## config.mk

```make
export PLATFORM = sky130hd
export DESIGN_NAME = ekc_div
export DESIGN_NICKNAME = d
export VERILOG_FILES = /design/src/rtl/core/ekc_div.sv
export SDC_FILE = /design/constraint.sdc
export NUM_CORES = 1
export LEC_CHECK = 0
export ABC_AREA = 0
export BUFFER_PORTS_ARGS = -buffer_cell sky130_fd_sc_hd__buf_2
export CORE_MARGIN = 2
export CORE_UTILIZATION = 50
export DETAILED_ROUTE_END_ITERATION = 7
export PLACE_DENSITY = 0.83
export SLEW_MARGIN = 40
export SYNTH_ARGS = -nofsm -noshare
export SYNTH_HDL_FRONTEND = slang
export SYNTH_SLANG_ARGS = --single-unit
```

## constraint.sdc

```tcl
create_clock -name clock -period 9.36 [get_ports clock]
set_input_delay 0.468 -clock clock [delete_from_list [all_inputs] [get_ports clock]]
set_output_delay 0.468 -clock clock [all_outputs]
set_load 0.05 [all_outputs]
```

## src/rtl/core/ekc_div.sv

```systemverilog
`timescale 1ns / 1ps
// Restoring divider, one quotient bit per cycle.
module ekc_div #(
   parameter int N_W = 56,
   parameter int D_W = 40
) (
   input  logic           clock,
   input  logic           reset,
   input  logic           start,
   input  logic [N_W-1:0] dividend,
   input  logic [D_W-1:0] divisor,
   output logic           busy,
   output logic           done,
   output logic [N_W-1:0] quotient
);

   localparam int C_W = $clog2(N_W + 1);

   logic [N_W-1:0] quo_ff;
   logic [D_W-1:0] rem_ff;
   logic [D_W-1:0] dsr_ff;
   logic [C_W-1:0] cnt_ff;
   logic           busy_ff;
   logic           done_ff;
   logic [D_W:0]   trial;
   logic [D_W:0]   diff;
   logic           ge;

   assign trial = {rem_ff, quo_ff[N_W-1]};
   assign ge    = trial >= {1'b0, dsr_ff};
   assign diff  = trial - {1'b0, dsr_ff};

   always_ff @(posedge clock) begin
      if (reset) begin
         busy_ff <= 1'b0;
         done_ff <= 1'b0;
      end else if (start) begin
         quo_ff  <= dividend;
         rem_ff  <= '0;
         dsr_ff  <= divisor;
         cnt_ff  <= C_W'(N_W);
         busy_ff <= 1'b1;
         done_ff <= 1'b0;
      end else if (busy_ff) begin
         rem_ff <= ge ? diff[D_W-1:0] : trial[D_W-1:0];
         quo_ff <= {quo_ff[N_W-2:0], ge};
         cnt_ff <= cnt_ff - 1'b1;
         if (cnt_ff == C_W'(1)) begin
            busy_ff <= 1'b0;
            done_ff <= 1'b1;
         end
      end else begin
         done_ff <= 1'b0;
      end
   end

   assign busy     = busy_ff;
   assign done     = done_ff;
   assign quotient = quo_ff;

endmodule

```

# Word level (Yosys, flattened, before mapping)
# Index checks and enable logic that the tools add are counted.
[word_totals] word_cells=24 register_bits=144 out_inout_bits=58
[op_classes] bitwise_logic=2 n_reduce_logical=4 add_sub_neg=2 n_eq_ne=1 n_mux=8 n_lt_le_gt_ge=1
[ops] op="56-bit two-way mux" n=2
[ops] op="40-bit two-way mux" n=2
[ops] op="41-bit by 40-bit greater-or-equal comparator with 1-bit output" n=1
[ops] op="40-bit subtractor" n=1
[ops] op="6-bit by 1-bit == test with 1-bit output, second input constant" n=1
[ops] op="6-bit two-way mux" n=1
[ops] op="6-bit by 1-bit subtractor with 6-bit output, second input constant" n=1
[ops] op="2-bit AND reduction" n=2
[ops] op="1-bit two-way mux" n=3
[ops] op="3-bit OR reduction" n=1
[ops] op="1-bit NOT" n=2
[ops] op="2-bit nonzero test" n=1

# Logic depth before layout (Yosys ltp)
[logic_depth] ltp_word=4 mapped_depth=14

# Worst setup path after synthesis
# No wires, ideal clock.
[synth_timing] path_kind="in2reg" start="input start" end="register cnt_ff[0] (enable)" t_arrival_ps=5406 setup_slack_ps=3390 setup_ps=564 cell_stages=4 cell_sequence="clkbuf_1 -> clkbuf_1 -> nor2_1 -> nor2_1"
[synth_between] elab_chain_cells=2
[synth_rtl] item="start, declared" line="9" rtl="input logic start,"
[synth_rtl] item="2-bit nonzero test (no source line)"
[synth_rtl] item="2-bit AND reduction (no source line)"
[synth_rtl] item="end signal, assigned" line="41" rtl="cnt_ff <= C_W'(N_W);"
[synth_rtl] item="end signal, assigned" line="47" rtl="cnt_ff <= cnt_ff - 1'b1;"
[synth_rtl] item="end, declared" line="22" rtl="logic [C_W-1:0] cnt_ff;"
# No other way between the ends.
# A chain may end at the register's enable or synchronous reset.

# Worst setup path after layout
[layout_timing] start="register quo_ff[55], in the netlist quotient[55]" end="register rem_ff[20], data pin"
[layout_between] elab_chain_cells=3
[layout_rtl] item="start, declared" line="19" rtl="logic [N_W-1:0] quo_ff;"
[layout_rtl] item="start signal, assigned" line="38" rtl="quo_ff <= dividend;"
[layout_rtl] item="start signal, assigned" line="46" rtl="quo_ff <= {quo_ff[N_W-2:0], ge};"
[layout_rtl] item="40-bit subtractor or 41-bit by 40-bit greater-or-equal comparator with 1-bit output (tied branches)" line="31, 30"
[layout_rtl] item="40-bit two-way mux (*)" line="45" rtl="rem_ff <= ge ? diff[D_W-1:0] : trial[D_W-1:0];"
[layout_rtl] item="40-bit two-way mux (*)" line="44" rtl="end else if (busy_ff) begin"
[layout_rtl] item="end signal, assigned" line="45"
[layout_rtl] item="end, declared" line="20" rtl="logic [D_W-1:0] rem_ff;"
# Mark *: on every way between the ends. The rest lies on a longest branch, timed or not. The select of a mux whose other input is x is not followed.

==> flow_summary.rst <==
.. list-table::
   :header-rows: 1

   * - Metric
     - Value
   * - Run status
     - complete, no violations
   * - Average via count per standard cell
     - 5.556
   * - Met1 demand-to-capacity share in global routing
     - 27.60%
   * - Ratio of total power to cell area
     - 208.4 nW/µm²
   * - Routability Congestion
     - 0.8811
   * - Most used routing layer
     - met2
   * - Final worst path period need
     - 3.384 ns
   * - Via count of the first global-routing pass
     - around 5900
   * - Routed len/inst
     - 16.96 µm
   * - Cell with the most instances after synthesis
     - edfxtp_1
   * - Total overflow reported by the global router
     - 0
   * - Number of clock sinks
     - 144
   * - GR met3 Demand/Resource
     - 7.207%
   * - Number of hold-repair buffers added at the cts stage
     - 0
   * - Count of endpoints failing setup in the final report
     - 0
   * - Mapped Cells
     - 687
   * - Number of H-tree levels
     - 4
   * - Unrepaired setup endpoints after global routing
     - no
   * - Maximum fanout along the worst path
     - 3
   * - IR Drop Worst-Case VDD
     - between 0.0001 and 0.00015 V
   * - Die span in x
     - 131.0 µm
   * - Core area
     - 15830 µm²
   * - Most frequent cells after synthesis
     - edfxtp_1, nor2_1, a21oi_1, inv_1, mux2_2
   * - Maximum frequency from static timing analysis
     - 295.5 MHz
   * - Vert. Die Dim
     - 131.0 µm
   * - Count of endpoints failing hold in the final timing report
     - 0
   * - Area share of the largest cell type after synthesis
     - 52.86%
   * - Endpoint class of the critical path
     - flop
   * - Post-layout total power
     - 0.001998 W
   * - Die ar.
     - 17160 µm²
   * - Async set-or-reset flop fraction in the synthesized netlist
     - 0%
   * - WS Path Type
     - flop to flop
   * - Required arrival time at the worst endpoint
     - 9.54 ns
   * - Share of the clock period used by the worst path after layout
     - 36.16%
   * - Number of gates resized after cts
     - 0
   * - Number of rows created at floorplan
     - 46
   * - Hold path start
     - divisor[4]
   * - Setup crit start
     - quotient[55]
   * - Max-slew violation count
     - 0
   * - P&R area growth vs syn
     - 18.86%
   * - Buf/Inv on CP
     - 1
   * - Cell area after synthesis
     - roughly 8000 µm²
   * - Min-Delay Path Class
     - input pin to flop
   * - Max Root-Sink Buffers
     - 2
   * - Number of max-cap violations
     - 0
   * - Most frequently used flop master after synthesis
     - edfxtp_1
   * - Leak Pwr
     - between 4 and 5 nW
   * - Top-Level Pins
     - 157
   * - Violation count after the first detailed-route iteration
     - 310
   * - Worst reg2reg startpoint
     - quotient[55]
   * - Length of the first detailed-routing pass in iterations
     - 5
   * - Arrival time at the worst endpoint
     - 3.57 ns
   * - Synthesized Nets
     - between 800 and 900
   * - Maximum number of pins on one net before global-route repair
     - 57
   * - Number of buffers added for setup after CTS
     - 0
   * - Total detailed-routing wirelength
     - between 15000 and 20000 µm
   * - Setup tns final
     - 0 ns
   * - Number of nets with antenna violations after routing
     - 0
   * - Cell family contributing the most delay on the critical path
     - compound AO/OA/AOI/OAI gates
   * - Post-synthesis cell type count
     - 61
   * - Worst relative slew slack
     - 47.80%
   * - Post-synthesis register bit count
     - 144
   * - Worst clock skew on the final layout
     - about 0.008 ns
   * - Synthesis warning total
     - 0
   * - Register clock-pin slew on the reported worst setup and hold paths
     - roughly 0.06 ns
   * - Post-route insts no fill
     - 1068
   * - Seq/Total Area, Yosys
     - between 50 and 60%
   * - Setup crit start kind
     - flop
   * - Remaining routing DRC violations
     - 0
   * - Clock tree from TritonCTS
     - built
   * - Proportion of layout cells with a drive suffix above 1
     - a little under a third
   * - Critical path cell sequence
     - inv_1 -> ha_1 -> fa_1 -> or2b_2 -> a21oi_1 -> o221a_2 -> o21ai_0 -> o21ai_0 -> a2111oi_0 -> o31a_1 -> xnor2_1 -> a22o_1
   * - Initial Util
     - ~51%
   * - Pin slew with the least headroom to its limit
     - 0.7831 ns
   * - Input/output buffers
     - 156
   * - Met2 demand-to-capacity share in global routing
     - 34.65%
   * - HPWL Detailed
     - 13020 µm
   * - Initial antenna violation count
     - 0
   * - Worst-path cell with the longest stage delay
     - fa_1
   * - Most frequent cell on the critical path
     - o21ai_0
   * - DR vias
     - roughly 5900
   * - Worst skew pair latency
     - between 0.4 and 0.5 ns
   * - Synthesized area divided by synthesized cell count
     - 11.74 µm²
   * - Number of placed instances with taps included
     - between 1000 and 1500
   * - EDFF count, synth
     - between 100 and 150
   * - ANT cells
     - 0
   * - Cell chosen for the clock root
     - clkbuf_16
   * - Total GRT Usage
     - approximately 22%
   * - Global-route wire length before repair
     - 28550 µm
   * - Core utilization of the finished layout
     - 60.58%
   * - Number of CTS-inserted buffers
     - 17
   * - Critical path's largest stage delay
     - 0.40 ns
   * - Cell types with the largest area share after synthesis
     - edfxtp_1, mux2_2, ha_1
   * - Cell type with the largest total area after synthesis
     - edfxtp_1
   * - Final-stage net count
     - 981
final timing paths:
path           endpoint  slack, ns  cells past startpoint
max          rem_ff[20]       5.98                     12
min           dsr_ff[4]       0.21                      1
max reg2reg  rem_ff[20]       5.98                     12
min reg2reg        done       0.50                      2
routing by layer:
metal | share of wire (%) | vias up
met5 | 0 | -
met1 | 43 | 2826
met4 | 2.1 | 0
li1 | - | 2859
met2 | 48 | 220
met3 | 7.4 | 29
layout by cell type, fill, tap and decap left out, drive strengths merged, types with 5 or more instances in the layout:
cell / count
o21bai: 6
nor2: 65
inv: 61
ha: 42
xnor2: 25
mux2i: 10
o21ai: 31
edfxtp: 142
clkinv: 5
a22o: 12
mux2: 55
and3: 9
nor3: 10
a31oi: 7
a21o: 13
nand4: 11
nand2: 26
buf: 162
clkbuf: 18
nor2b: 5
nand3: 8
xor2: 13
a21oi: 62
area by class of cell:
cell class | count | area, µm²
clock buffer | 18 | 429.2
clock inverter | 14 | 128.9
fill | 1253 | 6240
inverter | 55 | 206.4
multi-input combinational | 459 | 3393
sequential | 144 | 4304
tap | 216 | 270.3
timing repair buffer | 162 | 855.8
sequential cells by signal, summed over array words and instances, names as in the netlist:
register	flops
quotient	56
dsr_ff	40
rem_ff	40
cnt_ff	6
busy	1
done	1
report_power, final:
part	internal, W	switching (W)
combinational	0.000211	0.000326
sequential	0.000782	0.0000280
clock	0.000369	0.000282
per-stage QoR:
stage	hold slack (ns)	setup slack [ns]	area, µm²
2_1_floorplan	0.5408	3.390	8066
3_3_place_gp	0.4860	5.932	8985
3_5_place_dp	0.4903	5.786	9027
4_1_cts	0.1978	5.763	9585
5_1_grt	0.1991	5.746	9588
6_report	0.2145	5.976	9588
cell families (layout without fill, tap and decap cells):
| family | Yosys count | in the layout | synth area share (%) |
|---|---|---|---|
| AOI/OAI and AO/OA | 163 | 163 | 13.29 |
| and+or+nand+nor | 150 | 150 | 8.748 |
| DFF | 144 | 144 | 53.36 |
| buffers and inverters | 84 | 249 | 4.793 |
| muxes | 65 | 65 | 8.919 |
| adders and majority gates | 43 | 43 | 6.763 |
| xor gates and xnor gates | 38 | 38 | 4.126 |
No activity file was read; power rests on OpenSTA's default activity.
