[src/rtl/core/ekc_sqrt.sv]
`timescale 1ns / 1ps
// Digit-by-digit integer square root, two radicand bits per cycle.
module ekc_sqrt #(
   parameter int R_W = 96
) (
   input  logic             clock,
   input  logic             reset,
   input  logic             start,
   input  logic [R_W-1:0]   radicand,
   output logic             busy,
   output logic             done,
   output logic [R_W/2-1:0] root
);

   localparam int Q_W = R_W / 2;
   localparam int C_W = $clog2(Q_W + 1);

   logic [R_W-1:0] rad_ff;
   logic [Q_W:0]   rem_ff;
   logic [Q_W-1:0] root_ff;
   logic [C_W-1:0] cnt_ff;
   logic           busy_ff;
   logic           done_ff;
   logic [Q_W+2:0] cur;
   logic [Q_W+2:0] trial;
   logic [Q_W+2:0] diff;
   logic           ge;

   assign cur   = {rem_ff, rad_ff[R_W-1:R_W-2]};
   assign trial = {1'b0, root_ff, 2'b01};
   assign ge    = cur >= trial;
   assign diff  = cur - trial;

   always_ff @(posedge clock) begin
      if (reset) begin
         busy_ff <= 1'b0;
         done_ff <= 1'b0;
      end else if (start) begin
         rad_ff  <= radicand;
         rem_ff  <= '0;
         root_ff <= '0;
         cnt_ff  <= C_W'(Q_W);
         busy_ff <= 1'b1;
         done_ff <= 1'b0;
      end else if (busy_ff) begin
         rem_ff  <= ge ? diff[Q_W:0] : cur[Q_W:0];
         root_ff <= {root_ff[Q_W-2:0], ge};
         rad_ff  <= {rad_ff[R_W-3:0], 2'b00};
         cnt_ff  <= cnt_ff - 1'b1;
         if (cnt_ff == C_W'(1)) begin
            busy_ff <= 1'b0;
            done_ff <= 1'b1;
         end
      end else begin
         done_ff <= 1'b0;
      end
   end

   assign busy = busy_ff;
   assign done = done_ff;
   assign root = root_ff;

endmodule

[config.mk]
export PLATFORM = sky130hd
export DESIGN_NAME = ekc_sqrt
export DESIGN_NICKNAME = d
export VERILOG_FILES = /design/src/rtl/core/ekc_sqrt.sv
export SDC_FILE = /design/constraint.sdc
export NUM_CORES = 1
export LEC_CHECK = 0
export BUFFER_PORTS_ARGS = -buffer_cell sky130_fd_sc_hd__buf_4
export CAP_MARGIN = 20
export CORE_ASPECT_RATIO = 2
export CORE_MARGIN = 2
export CORE_UTILIZATION = 29
export DETAILED_ROUTE_END_ITERATION = 10
export GPL_TIMING_DRIVEN = 0
export HOLD_SLACK_MARGIN = 0.02
export PLACE_DENSITY = 0.52
export SLEW_MARGIN = 20
export SYNTH_ARGS = -nofsm -noshare
export SYNTH_HDL_FRONTEND = slang
export SYNTH_SLANG_ARGS = --single-unit
export TNS_END_PERCENT = 50
[constraint.sdc]
create_clock -name clock -period 13.3 [get_ports clock]
set_clock_uncertainty 0.05 [all_clocks]
set_input_delay 1.33 -clock clock [delete_from_list [all_inputs] [get_ports clock]]
set_output_delay 1.33 -clock clock [all_outputs]
set_load 0.02 [all_outputs]
# --- Yosys cells after proc, flatten, opt, wreduce, memory -nomap -nowiden ---
# Cells that the tools add are included.
# Widths: inputs -> output; s select.
classes:
  bitwise_logic: 2
  add_sub_neg: 2
  eq_ne: 1
  muxes: 9
  reduce_logical: 3
  magnitude_cmp: 1
ops:
  columns: ["op", "count"]
  rows:
  - ["$mux 96", 2]
  - ["$mux 49", 2]
  - ["$ge 51x50->1", 1]
  - ["$sub 49x49->49", 1]
  - ["$mux 48", 1]
  - ["$eq 6x1->1 const B", 1]
  - ["$mux 6", 1]
  - ["$sub 6x1->6 const B", 1]
  - ["$mux 1", 3]
  - ["$reduce_or 3->1", 1]
  - ["$not 1->1", 2]
  - ["$reduce_and 2->1", 1]
  - ["$reduce_bool 2->1", 1]
totals:
  elab_cells: 24
  ff_bits: 201

# --- Logic depth before layout (Yosys ltp) ---
logic_depth:
  word_depth: 4
  ltp_mapped: 14
  depth_no_buf: 11

# --- Worst setup path after synthesis ---
# Ideal clock, no wire load.
synth_timing:
  path_type: "input -> register"
  start: "input start"
  end: "register cnt_ff[0] (enable)"
  stages: 4
  required_ns: 12.488
  n_path_buf: 2
  setup_slack_ns: 2.309
  arrival_time_ns: 10.178
  cell_sequence: "clkbuf_1 -> clkbuf_1 -> nor2_1 -> nor2_1"
synth_between:
  elab_chain_len: 2
synth_rtl:
  columns: ["element", "line_no", "rtl"]
  rows:
  - ["from (decl)", "8", "input logic start,"]
  - ["$reduce_bool 2->1 (no source line)", null, null]
  - ["$reduce_and 2->1 (no source line)", null, null]
  - ["to (signal assigned)", "42", "cnt_ff <= C_W'(Q_W);"]
  - ["to (signal assigned)", "49", "cnt_ff <= cnt_ff - 1'b1;"]
  - ["to (decl)", "21", "logic [C_W-1:0] cnt_ff;"]
# Every way passes these cells.
# A chain may end at the register's enable or synchronous reset.

# --- Final worst setup path ---
layout_timing:
  start: "input start"
  end: "register root_ff[28] (netlist: root[28]) (enable)"
layout_between:
  elab_chain_len: 2
layout_rtl:
  columns: ["element", "line_no", "rtl"]
  rows:
  - ["$reduce_bool 2->1 (no source line)", null, null]
  - ["$reduce_and 2->1 (no source line)", null, null]
  - ["to (signal assigned)", "47", "root_ff <= {root_ff[Q_W-2:0], ge};"]
  - ["to (decl)", "20", "logic [Q_W-1:0] root_ff;"]
# Every way passes these cells.

==> results.md <==
- The flow ran to the end, and the final reports show no timing, DRC or antenna violations.
- During placement, the flow inserted port buffers numbering 147.
- The root buffer cell chosen for the clock tree is sky130_fd_sc_hd__clkbuf_16.
- The fraction of layout cells with a size suffix above 1 is a little over a quarter.
- The region available for standard cell placement spans 0.0380 mm².
- Net switching is between 20 and 30% of the power.
- Routability-driven placement finished with a final weighted congestion of 0.854.
- The routed design uses 16700 µm of met2 wire.
- Global routing consumed, over all layers together, 15.0% of the routing resources.
- In the post-route analysis, the smallest setup slack over all paths is 9.59 ns.
- The number of gates resized after CTS was 0.
- The total setup violations reported at the end of the flow is 0.
- The net count of the finished layout is 1274.
- The launch point of the worst hold path is done.
- The maximum fanout encountered on the critical timing path is 27.
- The number of buffers inserted for hold repair after clock tree synthesis is 0.
- The count of pins over their slew limit came to 0.
- Combinational logic burns 24.4% of the power.
- The pin slew with the least headroom to its limit is 0.819 ns.
- The worst IR drop on VDD is 0.105 mV.
- The type of the tightest min-delay check is reg -> reg.
- The longest clock path from root to sink contains 3 buffers.
- The number of detailed-route iterations in the first pass is 4.
- The sequential area share after synthesis is a little over half.
- In this run the static leakage power is between 5 and 6 nW.
- Entering global routing, the biggest net connects 28 pins.
- The number of antenna violations at the first check in global routing is 0.
- The number of DRC violations after detailed routing is 0.
- The area of the mapped netlist is 0.0112 mm².
- The post-detailed-route count of antenna-violating nets is 0.
- The routed wire length is 29700 µm.
- The number of H-tree levels is 1.
- Clock tree synthesis found a total of 201 sinks.
- In the final routed layout, each cell accounts on average for 18.0 µm.
- The worst path needs 3.71 ns of the cycle, external delays included.
- The required time of the critical path is 13.46 ns.
- In the routed layout, each cell is associated on average with a via count of 4.71.
- The count of mapped cells out of synthesis is about 950.
- Across the run, the number of max-cap violations was 0.
- The fmax is roughly 270 MHz.
- STA classifies the critical path startpoint as a primary input.
- The number of rows created at floorplan is 101.
- The remaining global-route overflow is 0.
- Registers are responsible for 43.5% of the overall power.
- Each instance of the synthesized netlist takes up on average 11.8 µm².
- The most critical setup path has its startpoint at start.
- The via count of the first global-routing pass is between 8000 and 9000.
- In this run the power spent charging and discharging nets is 0.000521 W.
- The number of antenna repair diodes is 0.
- Timing analysis after detailed placement gives a worst setup slack of 8.93 ns.
- The internal power of the cells totals approximately 0.0013 W.
- The cell with the largest stage delay on the worst path is sky130_fd_sc_hd__clkbuf_1.
- When the netlist entered floorplanning its net count stood at 1097.
- The die width is between 100 and 150 µm.
- In the synthesized netlist the async set-or-reset flop fraction comes to 0%.
- The initial core utilization is 29.4%.
- The worst path uses 27.9% of the clock period.
- The setup fix buffers added after clock tree synthesis is 0.
- Yosys mapped the design onto 69 distinct sky130hd cell types.
- The CTS tree is built.
- In the detailed route, the total length drawn on met3 is 1530 µm.
- The length of routed wiring on met1 is 10300 µm.
- Setup repair after global routing left no endpoint under its margin.
- The critical path is of the in -> reg type.
- In this run, the number of DRC markers left after iteration 0 of detailed routing was 322.
- Compared with the post-synthesis result, the final layout area differs by 23.0%.
- The worst register-to-register path begins at root[18].
- The most frequently used flop master after synthesis is sky130_fd_sc_hd__edfxtp_1.
- Detailed placement ended at an HPWL of between 20000 and 25000 µm.
- The number of CTS-inserted buffers is 20.
- During I/O placement, the number of pins put on the boundary was ~150.
- The total power per unit cell area is 131 mW/mm².
- The clock-pin transition on the worst setup and hold timing paths is 0.07 ns.
- The worst pin sits at a relative slew slack of between 40% and 50%.
- From bottom edge to top edge, the die measures 282 µm.
- Detailed routing inserted a total of 7788 vias.
- The count of flip-flops with a built-in enable after synthesis is 199.
- In this design, the critical path's most frequently occurring cell is sky130_fd_sc_hd__buf_12.
- The biggest cell delay along the critical path is 0.57 ns.
- The critical path goes through clkbuf_1 -> clkbuf_1 -> nor2_1 -> nor2_4 -> buf_16 -> buf_12 -> buf_12 -> buf_12.
- The clock insertion delay at the later pin of the skew report is 0.52 ns.
- The share of power burned in the clock network is 32.1%.
- The worst setup path is captured at a register.
- The die covers 0.0403 mm².
- Synthesis inferred 201 register bits.
- Summed over all failing endpoints, the final setup total negative slack is 0 ns.
- The final hold violation count is 0.
- The top layer used by detailed routing is met4.
- The first-pass GRT wire length is 46600 µm.
- Yosys printed 0 warnings.
- The endpoint arrival time on the critical path is around 3.9 ns.
-- final timing paths --
path	to	slack, ns	cells after the start
setup / recovery	root[28]	9.59	8
hold / removal	done	0.39	2
setup reg to reg	rem_ff[0]	9.72	12
hold reg to reg	done	0.39	2
-- through the flow --
step                util [%]  area, µm²  hold slack, ns  cells  power (W)
floorplan                  -      11200           0.468    946    0.00111
global placement        34.0      12900           0.393   1608    0.00124
detailed placement      34.5      13100           0.386   1616    0.00124
CTS                     36.2      13800           0.398   1652    0.00182
global route            36.2      13800           0.433   1652    0.00189
finish                  36.2      13800           0.395   1652    0.00180
-- power groups by stage --
| stage | clock, W | combinational [W] | sequential, W |
|---|---|---|---|
| detailed placement | 0 | 0.000443 | 0.000795 |
| global route | 0.000617 | 0.000485 | 0.000787 |
| global placement | 0 | 0.000430 | 0.000813 |
| floorplan | 0 | 0.000296 | 0.000810 |
| finish | 0.000577 | 0.000438 | 0.000781 |
| CTS | 0.000598 | 0.000445 | 0.000782 |
-- logic make-up after synthesis --
family	share of synthesized area, %
buffers and inverters	3.62
flip-flops	53.8
multiplexers	12.6
AO/OA/AOI/OAI	10.2
adder cells (fa/ha/maj)	5.82
XOR/XNOR	3.37
AND/OR/NAND/NOR	10.6
-- flip-flops by register name, summed over array words and instances (netlist names) --
register / count
rad_ff: 96
rem_ff: 49
root: 48
cnt_ff: 6
busy: 1
done: 1
-- synthesized netlist by cell type, drive strengths merged (5+ instances only) --
master	n	area share (%)
o21a	10	0.67
buf	7	0.59
xnor2	32	2.5
mux2i	35	3.1
inv	61	2.0
and2	8	0.45
clkbuf	28	0.98
nor2b	5	0.28
nand2	55	1.9
a21o	21	1.4
nand3	11	0.49
o21bai	8	0.54
a31oi	7	0.39
xor2	11	0.86
nor3	13	0.58
a211oi	11	0.74
o21ai	30	1.4
nand3b	6	0.40
a21oi	47	2.1
ha	52	5.8
nor2	124	4.2
nand4	13	0.73
edfxtp	199	53
mux2	94	9.5
-- area by class of cell --
type	count	area, µm²
buffer	35	176
multi-input combinational	649	4770
inverter	61	229
sequential	201	6020
timing repair buffer	155	1270
fill	3852	24300
tap	515	644
clock inverter	9	71.3
clock buffer	27	578
-- layout by cell type, fill, tap and decap left out, types with 3 or more instances in the layout --
cell	instances
sky130_fd_sc_hd__buf_6	5
sky130_fd_sc_hd__a31oi_1	7
sky130_fd_sc_hd__or3_1	4
sky130_fd_sc_hd__a21oi_1	47
sky130_fd_sc_hd__a21o_1	21
sky130_fd_sc_hd__clkinv_1	3
sky130_fd_sc_hd__edfxtp_1	199
sky130_fd_sc_hd__o21bai_1	8
sky130_fd_sc_hd__and3_1	4
sky130_fd_sc_hd__nor4_1	3
sky130_fd_sc_hd__clkbuf_1	27
sky130_fd_sc_hd__nand4_1	13
sky130_fd_sc_hd__o21ai_0	28
sky130_fd_sc_hd__nor2_1	122
sky130_fd_sc_hd__buf_4	147
sky130_fd_sc_hd__mux2i_1	35
sky130_fd_sc_hd__clkbuf_16	21
sky130_fd_sc_hd__xor2_1	11
sky130_fd_sc_hd__o21a_1	10
sky130_fd_sc_hd__mux2_2	94
sky130_fd_sc_hd__xnor2_1	32
sky130_fd_sc_hd__nand3b_1	6
sky130_fd_sc_hd__clkbuf_2	4
sky130_fd_sc_hd__inv_1	61
sky130_fd_sc_hd__nor3_1	13
sky130_fd_sc_hd__buf_12	7
sky130_fd_sc_hd__nand2_1	54
sky130_fd_sc_hd__o31ai_1	3
sky130_fd_sc_hd__a21boi_0	4
sky130_fd_sc_hd__ha_1	52
sky130_fd_sc_hd__clkinv_2	3
sky130_fd_sc_hd__clkbuf_8	3
sky130_fd_sc_hd__a211oi_1	11
sky130_fd_sc_hd__and2_1	8
sky130_fd_sc_hd__o211ai_1	3
sky130_fd_sc_hd__nand3_1	11
sky130_fd_sc_hd__nor2b_1	5
-- worst max-delay path: cells and delay by family --
kind / cells / cell delay [ns]
buffers and inverters: 6 / 1.94
AND/OR/NAND/NOR: 2 / 0.55
-- per-layer routing --
metal  global-route usage [%]  vias up
met5                        0        -
met4                     6.73        0
met3                     3.33       51
met2                     29.6      179
met1                     14.4     3728
li1                         -     3830
Power figures use the tool's default switching activity.
