**src/rtl/core/ekc_mul.sv**
```systemverilog
`timescale 1ns / 1ps
// Bit-serial shift-add multiply-accumulate: one multiplier bit per cycle.
module ekc_mul #(
   parameter int A_W = 80,
   parameter int B_W = 40,
   parameter int P_W = 110
) (
   input  logic           clock,
   input  logic           reset,
   input  logic           start,
   input  logic [A_W-1:0] a,
   input  logic [B_W-1:0] b,
   input  logic [P_W-1:0] init,
   output logic           busy,
   output logic           done,
   output logic [P_W-1:0] prod
);

   logic [P_W-1:0] mcand_ff;
   logic [B_W-1:0] mplier_ff;
   logic [P_W-1:0] acc_ff;
   logic           busy_ff;
   logic           done_ff;

   always_ff @(posedge clock) begin
      if (reset) begin
         busy_ff <= 1'b0;
         done_ff <= 1'b0;
      end else if (start) begin
         mcand_ff  <= {{(P_W-A_W){1'b0}}, a};
         mplier_ff <= b;
         acc_ff    <= init;
         busy_ff   <= 1'b1;
         done_ff   <= 1'b0;
      end else if (busy_ff) begin
         // stop early once no set multiplier bits remain
         if (mplier_ff == '0) begin
            busy_ff <= 1'b0;
            done_ff <= 1'b1;
         end else begin
            if (mplier_ff[0]) begin
               acc_ff <= acc_ff + mcand_ff;
            end
            mcand_ff  <= {mcand_ff[P_W-2:0], 1'b0};
            mplier_ff <= {1'b0, mplier_ff[B_W-1:1]};
         end
      end else begin
         done_ff <= 1'b0;
      end
   end

   assign busy = busy_ff;
   assign done = done_ff;
   assign prod = acc_ff;

endmodule

```
**config.mk**
```make
export PLATFORM = sky130hd
export DESIGN_NAME = ekc_mul
export DESIGN_NICKNAME = d
export VERILOG_FILES = /design/src/rtl/core/ekc_mul.sv
export SDC_FILE = /design/constraint.sdc
export NUM_CORES = 1
export LEC_CHECK = 0
export BUFFER_PORTS_ARGS = -buffer_cell sky130_fd_sc_hd__buf_4
export CAP_MARGIN = 20
export CORE_MARGIN = 8
export CORE_UTILIZATION = 45
export CTS_BUF_LIST = sky130_fd_sc_hd__clkbuf_4
export DETAILED_ROUTE_END_ITERATION = 8
export HOLD_SLACK_MARGIN = 0.1
export PLACE_DENSITY_LB_ADDON = 0.08
export SLEW_MARGIN = 20
export SYNTH_ARGS = -nofsm -noshare
export SYNTH_HDL_FRONTEND = slang
export SYNTH_SLANG_ARGS = --single-unit
```
**constraint.sdc**
```tcl
create_clock -name clock -period 11.1 [get_ports clock]
set_input_delay 0.555 -clock clock [delete_from_list [all_inputs] [get_ports clock]]
set_output_delay 0.555 -clock clock [all_outputs]
set_load 0.05 [all_outputs]
```
After elaboration in Yosys (flattened, before gate mapping) --
Cells that the tools add are included.
Storage, ports and cells: bits in registers 262, output and inout port bits 112, memory bits (writable) 0, word-level logic and storage cells 29, bits of input ports 233, latch bits 0, bits in read-only memories 0, memories 0
Operators by class: shift operators 0, bitwise gates (word level) 2, reductions and logical operators 6, multiply operators 0, $lt $le $gt $ge 0, add/subtract/negate cells 1, multiplexer cells 13, equality and inequality tests 1, div/mod/pow operators 0
Operators with widths (count):
- $mux W110 | 6
- $mux W40 | 3
- $add A110 B110 Y110 | 1
- $mux W80 | 1
- $logic_not A40 Y1 | 1
- $reduce_and A4 Y1 | 1
- $reduce_bool A2 Y1 | 2
- $mux W1 | 3
- $reduce_and A3 Y1 | 1
- $reduce_or A3 Y1 | 1
- $ne A2 B2 Y1 const B | 1
- $not A1 Y1 | 2

Depth between registers and ports, before layout --
Gate-level depths: netlist of run 1.
depth in word-level cells 5, mapped depth 13, depth with buffers taken out 13

Least setup slack after synthesis of run 1 --
Ideal clock, no wire load.
kind input to register, start point input port start, end point register acc_ff[0] (netlist: prod[0]) (enable), path buffers 2, data required time 10622 ps, data arrival time 11455 ps, slack -833 ps, library setup time 478 ps, stages 5, cell sequence clkbuf_1 -> clkbuf_1 -> clkinv_1 -> a21oi_1 -> o21a_1
Between the ends: cells in the longest elaborated chain, start to end 2, elaborated cells between the ends (all ways) 4, classes of those cells 1 x eq/ne; 3 x reduce/logical
RTL lines:
- start: declaration | RTL line 10 | input logic start,
- $ne A2 B2 Y1 (no source line) / $reduce_bool A2 Y1 (equally long branches)
- $reduce_and A4 Y1 (no source line) *
- end signal: assignment | RTL line 32 | acc_ff <= init;
- end signal: assignment | RTL line 42 | acc_ff <= acc_ff + mcand_ff;
- end: declaration | RTL line 21 | logic [P_W-1:0] acc_ff;
Mark *: on every way between the ends. The rest lies on a longest branch, timed or not. A chain may end at the register's enable or synchronous reset.

Worst setup path after layout of run 1 --
start point register acc_ff[0] (netlist: prod[0]), end point register acc_ff[90] (netlist: prod[90]), data pin
Between the ends: cells in the longest elaborated chain, start to end 5
RTL lines:
- $add A110 B110 Y110 | RTL line 42
- $mux W110 | RTL line 41 | if (mplier_ff[0]) begin
- $mux W110 | RTL line 37 | if (mplier_ff == '0) begin
- $mux W110 | RTL line 35 | end else if (busy_ff) begin
- $mux W110 | RTL line 29 | end else if (start) begin
Every way passes these cells. The select of a mux whose other input is x is not followed.

==> summary.md, run 1 <==
| Metric | Value |
|---|---|
| Via count of the routed design | `16224` |
| Number of buffers added by the clock tree synthesis step | `73` |
| CTS HTree Levels | `3` |
| Count of cells along the worst hold path | `3` |
| Source-to-sink clock delay at the later pin of the worst-skew pair | `790 ps` |
| Worst-case headroom to the max-slew limit | `0.2735` |
| Register-to-Register Path Depth | `13` |
| Horizontal extent of the die | `214.2 um` |
| Buffer and inverter count on the worst path | `0` |
| Most area-consuming cells after synthesis | `sky130_fd_sc_hd__edfxtp_1 (44%), sky130_fd_sc_hd__mux2_2 (7.8%), sky130_fd_sc_hd__ha_1 (7.7%)` |
| Highest net fanout along the worst path | `5` |
| Synth area leader | `sky130_fd_sc_hd__edfxtp_1` |
| Detail-routed net length per standard cell | `20.75 um` |
| Required arrival time at the worst endpoint | `11570 ps` |
| Initial core utilization | `0.4566` |
| Number of warning messages in the yosys log | `0` |
| Floorplan die height | `214.2 um` |
| Total power draw | `3.259 mW` |
| Via count of the first global-routing pass | `16854` |
| Total die area | `0.04590 mm2` |
| Setup crit start | `prod[0]` |
| Final-report setup violation count | `0` |
| Final instance count without filler cells | `2919` |
| Initial detailed-routing violation count | `1186` |
| Cell count after synthesis | `1780` |
| Largest incremental delay on the critical path | `460 ps` |
| Part of the Yosys area used for sequential elements | `0.4437` |
| Nature of the critical path endpoint | `flip-flop` |
| Setup Crit Path Kind | `reg2reg` |
| Leading cell types by count after synthesis | `sky130_fd_sc_hd__edfxtp_1 (260), sky130_fd_sc_hd__nand2_1 (235), sky130_fd_sc_hd__o21ai_0 (172)` |
| Endpoint of the worst register-to-register path | `prod[90]` |
| Standard cell with the maximum stage delay on the critical path | `sky130_fd_sc_hd__a21boi_0` |
| Proportion of layout cells with a drive suffix above 1 | `0.2514` |
| Most instantiated library cell after synthesis | `sky130_fd_sc_hd__edfxtp_1` |
| Hold endpoint | `prod[58]` |
| Number of buffers inserted to repair setup after CTS | `0` |
| Async set or reset register ratio after synthesis | `0` |
| Buffers from clock root to sink, at most | `3` |
| R2R setup slack | `6880 ps` |
| Detail Route Antenna Nets | `0` |
| Outcome | `finished clean` |
| Layout Nets | `2691` |
| Leakage | `9.612 nW` |
| Startpoint type of the worst setup path | `flip-flop` |
| Category of cells accounting for the largest share of critical-path delay | `compound AO/OA/AOI/OAI gates` |
| Primary flip-flop cell chosen by synthesis mapping | `sky130_fd_sc_hd__edfxtp_1` |
| Hold/Removal Path Class | `in2reg` |
| Number of cell rows | `72` |
| Number of buffers added on ports | `344` |
| Clock sink total | `262` |
| Max-cap violations | `0` |
| Total iterations of the first detailed-routing run | `5` |
| Netlist area before placement | `0.01769 mm2` |
| Ports | `345` |
| Critical path's most frequent cell | `sky130_fd_sc_hd__a21oi_1` |
| Netlist cell types | `71` |
| CORE AREA | `0.03874 mm2` |
| Placed Area | `0.02065 mm2` |
| Layout overhead on the synthesized area | `35.03%` |
| Fill cell count | `3239` |
| TritonCTS clock tree | `yes` |
| Post-route DRC violation count | `0` |
| Average footprint of a synthesized cell | `9.936 um2` |
| Routability cong. | `0.9421` |
| Pwr dens | `136.5 mW/mm2` |
| Number of cells after detailed placement | `2564` |
| Final instance area | `0.02388 mm2` |
| Max Clock Skew | `47.84 ps` |
| Critical path data arrival time | `4690 ps` |
| Synthesis-stage register bit count | `262` |
| Start of the worst register-to-register path | `prod[0]` |
| Clock tree root driver cell | `sky130_fd_sc_hd__clkbuf_4` |
| Least-Margin Pin Slew | `1090 ps` |
| Hold path startpoint | `init[58]` |
| Final period util | `0.3801` |
| Hold Vio Cnt, Final | `0` |
| Setup repair after global routing missed its margin | `no` |
| Global-route wire length before repair | `93780 um` |
| Routed Wire Length | `60560 um` |
| EDFF count, synth | `260` |
| Peak supply drop | `88.89 uV` |
| Synth Net Count | `2123` |
| Number of instances resized during post-cts repair | `0` |
| Fmax | `237.0 MHz` |
| Cells along the critical path | `ha_1 -> fa_1 -> a21oi_1 -> nand3b_1 -> nand2_1 -> a21oi_1 -> o311ai_1 -> and4bb_1 -> a21oi_1 -> a21oi_1 -> a21boi_0 -> xor2_1 -> o21ai_0` |
| Post-layout minimum cycle time | `4219 ps` |
| CTS clk-pin slew, worst paths | `60 ps` |
| Share of the synthesized area in the top cell type | `0.4415` |
| Total grt overflow | `0` |
| Largest net degree at the start of global routing | `97` |
| Slew Viols, Final | `0` |
| Setup_tns | `0 ps` |
| Hpwl dp | `44590 um` |
| Per-cell via count in the routed design | `5.558` |
| Overall fraction of global-route tracks in use | `0.2534` |
| Antenna violations before repair | `7` |
kinds of logic (layout without fill, tap and decap cells):
kind of cell,after synthesis,after routing,share of synthesized area
flops,262,262,0.4437
compound gates,548,548,0.1880
xor+xnor,104,104,0.05150
fa+ha+maj,110,110,0.07825
mux,123,123,0.07825
simple gates,514,514,0.1339
other cells,0,10,0
buf+inv,119,730,0.02632
power breakdown:
group / internal, mW / switching [mW] / total [mW]
clock network: 0.500 / 0.430 / 0.930
registers: 1.20 / 0.0474 / 1.24
logic: 0.434 / 0.652 / 1.09
total: 2.13 / 1.13 / 3.26
how the worst max path moves through the flow:
stage,to,slack (ps),cells past startpoint
floorplan,prod[0],2130,5
global placement,prod[90],7080,13
detailed placement,prod[107],6960,12
CTS,prod[107],6960,12
global route,prod[90],6590,13
finish,prod[90],6880,13
tightest hold or removal path, delay by kind of cell:
family | cells | cell delay, ps
buf+inv | 1 | 80
simple gates | 1 | 80
compound gates | 1 | 80
flip-flops by register name (all words and copies together) (netlist names):
| signal | cells |
|---|---|
| prod | 110 |
| mplier_ff | 40 |
| done | 1 |
| busy | 1 |
| mcand_ff | 110 |
through the flow:
step | hold slack [ps] | worst slack (ps) | utilization
2_1_floorplan | 541.0 | 2126 | -
4_1_cts | 100.2 | 6955 | 0.6159
3_5_place_dp | 494.2 | 6959 | 0.5332
6_report | 149.5 | 6881 | 0.6165
3_3_place_gp | 491.2 | 7079 | 0.5332
5_1_grt | 131.8 | 6594 | 0.6163
placed cells by master, fill, tap and decap left out, drive strengths merged, types with 55 or more instances in the layout:
cell type,synthesis,final
a21oi,166,166
nor2,97,97
buf,11,350
o21ai,183,183
clkbuf,73,105
a21o,55,55
nand2,235,235
mux2,122,122
ha,109,109
edfxtp,260,260
dlygate4sd3,0,227
xnor2,64,64
cell type report:
type | count | area (um2) | area share
sequential | 262 | 7848 | 0.3286
tap | 518 | 648.1 | 0.02714
inverter | 35 | 131.4 | 0.005501
clock inverter | 13 | 142.6 | 0.005973
antenna | 10 | 25.02 | 0.001048
multi-input combinational | 1399 | 9392 | 0.3933
timing repair buffer | 577 | 4907 | 0.2055
clock buffer | 105 | 788.3 | 0.03301
routing by layer:
metal,track usage,wire (um)
met1,0.3295,26500
met2,0.4118,28350
met3,0.05656,3965
met4,0.08958,1754
met5,0,0
repair_timing:
action / CTS / global route
setup endpoints to repair: 0 / 0
hold buffers: 227 / 0
endpoints found under the hold margin: 228 / 0
Power figures use the tool's default switching activity.
==> run 2: changes to the inputs <==
- clock period: 11.1 -> 3.7 ns (I/O delays scaled with it)
==> run 2 against run 1 <==
Effect of this change: critical path depth is the same; die area is the same; fmax grew 19%; sequential share of layout area shrank 1.8 points; cell area grew 5.8%; combinational power grew to 3.2 times the previous value; final cell count grew 4.5%; sequential power grew to 3.0 times the previous value; core utilization grew 3.6 points; critical endpoint is now prod[102]; via count grew 4.0%.
==> summary.md, run 2 (same netlist as run 1, synthesis figures left out) <==
| Metric | Value |
|---|---|
| Hold/Removal Path Class | `in2reg (unchanged)` |
| Initial core utilization | `0.4566 (unchanged)` |
| Least-Margin Pin Slew | `1009 ps (was 1090 ps)` |
| Buffers from clock root to sink, at most | `3 (unchanged)` |
| Highest net fanout along the worst path | `4 (was 5)` |
| Max-cap violations | `0 (unchanged)` |
| Detail Route Antenna Nets | `0 (unchanged)` |
| Category of cells accounting for the largest share of critical-path delay | `compound AO/OA/AOI/OAI gates (unchanged)` |
| Total iterations of the first detailed-routing run | `6 (was 5)` |
| Setup Crit Path Kind | `reg2reg (unchanged)` |
| Layout overhead on the synthesized area | `42.91% (was 35.03%)` |
| Detail-routed net length per standard cell | `20.45 um (was 20.75 um)` |
| Layer with the highest usage | `met2 (unchanged)` |
| CORE AREA | `0.03874 mm2 (unchanged)` |
| CTS clk-pin slew, worst paths | `70 ps (was 60 ps)` |
| Hold Vio Cnt, Final | `0 (unchanged)` |
| Post-route DRC violation count | `0 (unchanged)` |
| Global-route wire length before repair | `96760 um (was 93780 um)` |
| Standard cell with the maximum stage delay on the critical path | `sky130_fd_sc_hd__edfxtp_1 (was sky130_fd_sc_hd__a21boi_0)` |
| Share of total power in sequential cells | `0.368 (was 0.382)` |
| Met2 Use GR | `0.4259 (was 0.4118)` |
| Per-cell via count in the routed design | `5.532 (was 5.558)` |
| Number of buffers added on ports | `344 (unchanged)` |
| Number of buffers added by the clock tree synthesis step | `76 (was 73)` |
| Critical path data arrival time | `4070 ps (was 4690 ps)` |
| Routed Wire Length | `62390 um (was 60560 um)` |
| Antenna violations before repair | `2 (was 7)` |
| Fmax | `281.5 MHz (was 237.0 MHz)` |
| Clock sink total | `262 (unchanged)` |
| Largest incremental delay on the critical path | `420 ps (was 460 ps)` |
| Initial detailed-routing violation count | `1302 (was 1186)` |
| Cells along the critical path | `ha_1 -> a21oi_1 -> o21ai_0 -> a221o_1 -> nor3_2 -> o311ai_4 -> and4bb_1 -> a21oi_1 -> buf_4 -> o31a_1 -> o31ai_4 -> a2111oi_1 -> a311oi_1 (was ha_1 -> fa_1 -> a21oi_1 -> nand3b_1 -> nand2_1 -> a21oi_1 -> o311ai_1 -> and4bb_1 -> a21oi_1 -> a21oi_1 -> a21boi_0 -> xor2_1 -> o21ai_0)` |
| Final-report setup violation count | `0 (unchanged)` |
| Ports | `345 (unchanged)` |
| Floorplan die height | `214.2 um (unchanged)` |
| Max Clock Skew | `52.28 ps (was 47.84 ps)` |
| Largest net degree at the start of global routing | `97 (unchanged)` |
| Buffer and inverter count on the worst path | `1 (was 0)` |
| Number of cells after detailed placement | `2630 (was 2564)` |
| Slew Viols, Final | `0 (unchanged)` |
| Startpoint type of the worst setup path | `flip-flop (unchanged)` |
| Overall fraction of global-route tracks in use | `0.2619 (was 0.2534)` |
| Critical path's most frequent cell | `sky130_fd_sc_hd__a21oi_1 (unchanged)` |
| Total die area | `0.04590 mm2 (unchanged)` |
| Met3 track demand over resource | `0.07250 (was 0.05656)` |
| Source-to-sink clock delay at the later pin of the worst-skew pair | `800 ps (was 790 ps)` |
| Number of cell rows | `72 (unchanged)` |
| Horizontal extent of the die | `214.2 um (unchanged)` |
| TritonCTS clock tree | `yes (unchanged)` |
| CTS HTree Levels | `3 (unchanged)` |
| Leakage | `10.23 nW (was 9.612 nW)` |
| Layout Nets | `2817 (was 2691)` |
| Highest-count cells in the layout ignoring fill and taps | `sky130_fd_sc_hd__buf_4 (422), sky130_fd_sc_hd__dlygate4sd3_1 (274), sky130_fd_sc_hd__edfxtp_1 (260), sky130_fd_sc_hd__nand2_1 (235), sky130_fd_sc_hd__o21ai_0 (161) (was sky130_fd_sc_hd__buf_4 (349), sky130_fd_sc_hd__edfxtp_1 (260), sky130_fd_sc_hd__nand2_1 (235), sky130_fd_sc_hd__dlygate4sd3_1 (227), sky130_fd_sc_hd__o21ai_0 (172))` |
| Hpwl dp | `44990 um (was 44590 um)` |
| Cell-internal power | `6.613 mW (was 2.130 mW)` |
| Nature of the critical path endpoint | `flip-flop (unchanged)` |
| Proportion of layout cells with a drive suffix above 1 | `0.2916 (was 0.2514)` |
| Outcome | `finished clean (unchanged)` |
| Power share of the clock group | `0.284 (was 0.285)` |
| Final instance count without filler cells | `3051 (was 2919)` |
| Pwr dens | `401.9 mW/mm2 (was 136.5 mW/mm2)` |
| Clock tree root driver cell | `sky130_fd_sc_hd__clkbuf_4 (unchanged)` |
| Required arrival time at the worst endpoint | `4220 ps (was 11570 ps)` |
| Post-layout minimum cycle time | `3553 ps (was 4219 ps)` |
| Fraction of met1 tracks used by global routing | `0.3349 (was 0.3295)` |
| Worst-case headroom to the max-slew limit | `0.3271 (was 0.2735)` |
| Logic gate share of total power | `0.348 (was 0.333)` |
| Total power draw | `10.16 mW (was 3.259 mW)` |
| Net load switching power | `3.544 mW (was 1.129 mW)` |
| Via count of the first global-routing pass | `17406 (was 16854)` |
| Routability cong. | `0.8957 (was 0.9421)` |
| Switching fraction of total power | `0.3489 (was 0.3464)` |
| Peak supply drop | `261.3 uV (was 88.89 uV)` |
| Final period util | `0.9602 (was 0.3801)` |
| Via count of the routed design | `16879 (was 16224)` |
| Most common library cell in the layout ignoring fill and taps | `sky130_fd_sc_hd__buf_4 (unchanged)` |
| Total grt overflow | `0 (unchanged)` |
-- run 2: cell count changes in the layout (fill, tap and decap cells not counted), moves of 8 or more --
cell | previous run | this run
sky130_fd_sc_hd__diode_2 | 10 | 2
sky130_fd_sc_hd__ha_2 | 0 | 11
sky130_fd_sc_hd__dlygate4sd3_1 | 227 | 274
sky130_fd_sc_hd__o21ai_0 | 172 | 161
sky130_fd_sc_hd__a21oi_1 | 165 | 155
sky130_fd_sc_hd__clkbuf_4 | 105 | 117
sky130_fd_sc_hd__a21oi_2 | 0 | 9
sky130_fd_sc_hd__buf_4 | 349 | 422
sky130_fd_sc_hd__ha_1 | 109 | 96
-- run 2: worst paths after layout --
path | startpoint | endpoint | slack [ps] | cells after the start
min | init[24] | prod[24] | 220 | 4
max | mcand_ff[19] | prod[102] | 150 | 13
max reg2reg | mcand_ff[19] | prod[102] | 150 | 13
min reg2reg | busy | done | 530 | 1
-- run 2: power by group through the flow --
stage               Sequential, mW  Combinational, mW  Clock (mW)
CTS                           3.73               3.41        2.95
floorplan                     4.10               1.73           0
global route                  3.76               3.82        3.12
finish                        3.74               3.54        2.88
detailed placement            3.79               3.13           0
global placement              3.79               3.12           0
-- run 2: layout make-up --
type / instances / area (um2)
clock inverters: 18 / 122.6
clock buffers: 117 / 878.3
multi-input cells: 1399 / 9647
well taps: 518 / 648.1
diodes: 2 / 5.005
repair buffers: 700 / 5993
inverters: 35 / 132.6
fillers: 3103 / 13460
flip-flops and latches: 262 / 7849
-- run 2: routing by layer --
| metal | up-vias | share of wire | routed length (um) |
|---|---|---|---|
| met2 | 642 | 0.47 | 29300 |
| met4 | 0 | 0.025 | 1577 |
| li1 | 8111 | - | - |
| met1 | 8026 | 0.43 | 26860 |
| met5 | - | 0 | 0 |
| met3 | 100 | 0.075 | 4652 |
-- run 2: through the flow --
| step | area, um2 | TNS, ps | setup WS, ps | hold WS, ps | util |
|---|---|---|---|---|---|
| final | 25280 | 0 | 147.4 | 216.1 | 0.6525 |
| after global routing | 25280 | -55.42 | -45.13 | 169.5 | 0.6525 |
| after CTS | 24960 | 0 | 4.528 | 146.8 | 0.6444 |
| after detailed placement | 21170 | -587.0 | -131.5 | 381.0 | 0.5465 |
| after global placement | 21170 | -300.6 | -97.38 | 375.1 | 0.5465 |
| after floorplan | 17710 | -290070 | -2637 | 246.7 | - |
-- run 2: worst register-to-register path, stage by stage (launching register included) --
cell                        delay (ps)
sky130_fd_sc_hd__edfxtp_1          420
sky130_fd_sc_hd__ha_1              360
sky130_fd_sc_hd__a21oi_1           190
sky130_fd_sc_hd__o21ai_0           150
sky130_fd_sc_hd__a221o_1           400
sky130_fd_sc_hd__nor3_2            220
sky130_fd_sc_hd__o311ai_4          170
sky130_fd_sc_hd__and4bb_1          230
sky130_fd_sc_hd__a21oi_1           120
sky130_fd_sc_hd__buf_4             150
sky130_fd_sc_hd__o31a_1            260
sky130_fd_sc_hd__o31ai_4           100
sky130_fd_sc_hd__a2111oi_1         390
sky130_fd_sc_hd__a311oi_1          100
-- run 2: timing repair --
item | 4_1_cts | 5_1_grt
hold endpoints to repair | 232 | 0
setup endpoints to repair | 14 | 47
setup buffers | 0 | 8
hold buffers | 274 | 0
gates resized for setup | 11 | 58
pin swaps | 1 | 15
